**src/rtl/gha_lowest_zero.sv**
```systemverilog
// ----------------------------------------------------------------------------
// gha_lowest_zero
// Finds the lowest clear bit of a vector.
// ----------------------------------------------------------------------------
module gha_lowest_zero #(
  parameter int unsigned WIDTH = 32,
  localparam int unsigned IW   = (WIDTH > 1) ? $clog2(WIDTH) : 1
) (
  input  logic [WIDTH-1:0] bits_i,
  output logic             found_o,
  output logic [IW-1:0]    idx_o
);

  always_comb begin
    found_o = 1'b0;
    idx_o   = '0;
    // Walk from the top so the lowest clear bit is the one that sticks.
    for (int i = WIDTH - 1; i >= 0; i--) begin
      if (!bits_i[i]) begin
        found_o = 1'b1;
        idx_o   = IW'(i);
      end
    end
  end

endmodule
```
**config.mk**
```make
export PLATFORM = sky130hd
export DESIGN_NAME = gha_lowest_zero
export DESIGN_NICKNAME = d
export VERILOG_FILES = /design/src/rtl/gha_lowest_zero.sv
export SDC_FILE = /design/constraint.sdc
export NUM_CORES = 1
export LEC_CHECK = 0
export ABC_AREA = 0
export BUFFER_PORTS_ARGS = -buffer_cell sky130_fd_sc_hd__buf_2
export CORE_AREA = 5 5 42 44
export DETAILED_ROUTE_END_ITERATION = 7
export DIE_AREA = 0 0 47 49
export GPL_TIMING_DRIVEN = 0
export PLACE_DENSITY_LB_ADDON = 0.05
export SLEW_MARGIN = 20
export SYNTH_ARGS = -nofsm -noshare
export SYNTH_HDL_FRONTEND = slang
export SYNTH_SLANG_ARGS = --single-unit
```
**constraint.sdc**
```tcl
create_clock -name vclk -period 3.11
set_input_delay 0.622 -clock vclk [all_inputs]
set_output_delay 0.622 -clock vclk [all_outputs]
set_load 0.02 [all_outputs]
```
* Word level (Yosys, flattened, before mapping)
Index checks and enable logic that the tools add are counted.
Operators by class: muxes and demuxes 64
Operators by type and width (count):
- $mux W5 | 32
- $mux W1 | 32
Word-level totals: register bits 0, bits of input ports 32, output and inout bits 6, word-level logic and storage cells 64

* Depth between registers and ports, before layout
word-level depth 32, mapped depth 5, depth with buffers taken out 5

* Worst setup path before layout
No wires, ideal clock.
path kind in2out, start input bits_i[2], end output idx_o[4], arrival 1.585 ns, slack 0.903 ns, stages on the path 3, buffers on the path 0, cells stage by stage nand4_1 or3_4 nor4_2
On the way: longest elaborated chain between the ends 3
RTL lines:
- from (decl) | RTL line 9 | input logic [WIDTH-1:0] bits_i,
- $mux W5 (3 in a row) | RTL line 19 | if (!bits_i[i]) begin
- to (decl) | RTL line 11 | output logic [IW-1:0] idx_o
No other way between the ends.

* Final worst setup path
start input bits_i[11], end output idx_o[0]
On the way: longest elaborated chain between the ends 12
RTL lines (RTL line):
- $mux W5 (12 in a row) | 19
No other way between the ends.

==> flow_metrics.env <==
export IMPL_status="completed"
export IMPL_wl_per_cell_um=11.4
export IMPL_grt_max_degree=6
export IMPL_path_buf_inv=3
export IMPL_synthCells=66
export IMPL_io_pins=38
export IMPL_synth_warnings=0
export IMPL_dr_total_vias=633
export IMPL_tightest_slew_ns=0.282
export IMPL_slew_limit_headroom_pct=81.2
export IMPL_cp_slowest_cell="a2111oi_2"
export IMPL_drc=0
export IMPL_slew_viol_final=0
export IMPL_clockBufferCount=0
export IMPL_synth_area_sq_um=393
export IMPL_routed_wl_mm=1.37
export IMPL_whs_ns=1.62
export IMPL_die_area_sq_um=2300
export IMPL_dr_pass1_iters=4
export IMPL_hold_buffers=0
export IMPL_syn_area_per_cell_sq_um=5.95
export IMPL_cp_end_kind="output pin"
export IMPL_syn_nets=98
export IMPL_wl_met1_um=585
export IMPL_grt_pass1_wl_mm=2.22
export IMPL_design_area_sq_um=603
export IMPL_start_util_pct=28.0
export IMPL_dr_wl_met3_um=173
export IMPL_ys_types=22
export IMPL_layout_drive_gt1_share_pct=42.3
export IMPL_maxCapViolations=0
export IMPL_die_w_um=47
export IMPL_grt_pass1_vias=581
export IMPL_n_antenna_cell=0
export IMPL_fmax_mhz=422
export IMPL_highest_layer="met3"
export IMPL_finalHoldViolations=0
export IMPL_regArea_sq_um=0
export IMPL_overflow=0
export IMPL_ir_drop_mv=0.0378
export IMPL_crit_top_cell="buf_2"
export IMPL_crit_type="in2out"
export IMPL_critPathRequiredTime_ns=2.49
export IMPL_crit_path_cell_trace="buf_2, inv_1, o21ai_1, a21o_1, a2111oi_2, o221a_2, buf_2"
export IMPL_period_minus_slack_ns=2.37
export IMPL_syn_to_final_growth_pct=53.5
export IMPL_ant_nets=0
export IMPL_cp_top_family="compound AO/OA/AOI/OAI gates"
export IMPL_finalSetupViolCount=0
export IMPL_utilization_pct=43.0
export IMPL_numPortBuffers=38
export IMPL_cts_setup_buffers=0
export IMPL_cp_arrival_ns=1.75
export IMPL_p_leak_nw=0.291
export IMPL_slowest_delay_ns=0.29
export IMPL_rows=14
export IMPL_post_dp_hpwl_mm=1.26
export IMPL_pwr_density_cell_nw_per_um2=96.2
export IMPL_cts_resized=0
export IMPL_viasPerCell=5.28
export IMPL_start_kind="input port"
export IMPL_dr_first_iter_drc_count=14
export IMPL_grt_antenna_before_repair=0
export IMPL_die_h_um=49
export IMPL_track_usage_pct=11.8
export IMPL_dr_wl_met2_um=606
export IMPL_rsz0062_at_grt="false"
export IMPL_fill_cells=162
export IMPL_hp_class="in2out"
export IMPL_seq_cells=0
export IMPL_ys_seq_area_share_pct=0
export IMPL_core_sq_um=1400
export IMPL_gp_congestion=0.850
export IMPL_fin_crit_sh_pct=76.2
export IMPL_final_net_count=138
export IMPL_setup_tns_ns=0
export IMPL_dpl_cell_area_sq_um=603
export IMPL_cp_max_fo=4
## cell type report
cell class,instances,area (sq um),share of cell area [%]
Multi-Input combinational cell,60,370,61.4
Timing Repair Buffer,38,190,31.5
Inverter,6,22.5,3.73
Tap cell,16,20.0,3.32
## cells in the mapped netlist
cell type | number | area (sq um)
a2111oi_2 | 1 | 15.0
a211oi_1 | 1 | 7.51
a21o_1 | 1 | 7.51
a21oi_1 | 5 | 25.0
a31oi_1 | 4 | 25.0
and4_1 | 1 | 8.76
inv_1 | 6 | 22.5
nand2_1 | 11 | 41.3
nand2b_1 | 1 | 6.26
nand3_1 | 6 | 30.0
nand3b_1 | 2 | 15.0
nand4_1 | 9 | 56.3
nor2_1 | 4 | 15.0
nor3_1 | 1 | 5.00
nor3_4 | 1 | 16.3
nor4_2 | 1 | 12.5
o2111ai_1 | 2 | 17.5
o21ai_0 | 4 | 20.0
o21ai_1 | 1 | 5.00
o21bai_1 | 1 | 7.51
o221a_2 | 1 | 11.3
or3_4 | 2 | 22.5
## final timing paths
check / slack (ns) / cells after the start / from / end
worst max-delay path: 0.74 / 7 / bits_i[11] / idx_o[0]
worst min-delay path: 1.62 / 4 / bits_i[1] / idx_o[1]
## tightest hold or removal path: stages
cell     delay, ns
buf_2         0.12
nand3_1       0.06
nor3_1        0.05
buf_2         0.15
## metal layers
| metal | up-vias | global-route usage, % |
|---|---|---|
| li1 | 340 | - |
| met1 | 266 | 15.9 |
| met2 | 27 | 20.8 |
| met3 | 0 | 1.11 |
| met4 | 0 | 0 |
| met5 | - | 0 |
## per-stage QoR
step	cells	worst slack (ns)	power, mW
after floorplan	66	0.903	0.0214
after global placement	120	0.738	0.0582
after detailed placement	120	0.721	0.0582
after CTS	120	0.715	0.0584
after global routing	120	0.616	0.0651
final	120	0.740	0.0580
## logic make-up after synthesis
kind of cell           synth area share (%)
AO/OA/AOI/OAI                          36.0
buffers and inverters                  5.73
AND/OR/NAND/NOR                        58.3
## report_power, final
part	leakage (nW)	total [mW]	internal (mW)	switching (mW)
Clock	0	0	0	0
Sequential	0	0	0	0
Combinational	0.291	0.0580	0.0258	0.0322
## cells in the final DEF (no fill, tap or decap), types with 2 or more instances in the layout
cell,count
nand3b_1,2
a21oi_1,5
o2111ai_1,2
or3_4,2
inv_1,6
nand2_1,11
buf_2,38
nand3_1,6
o21ai_0,4
a31oi_1,4
nand4_1,9
nor2_1,4
No activity file was read; power rests on OpenSTA's default activity.
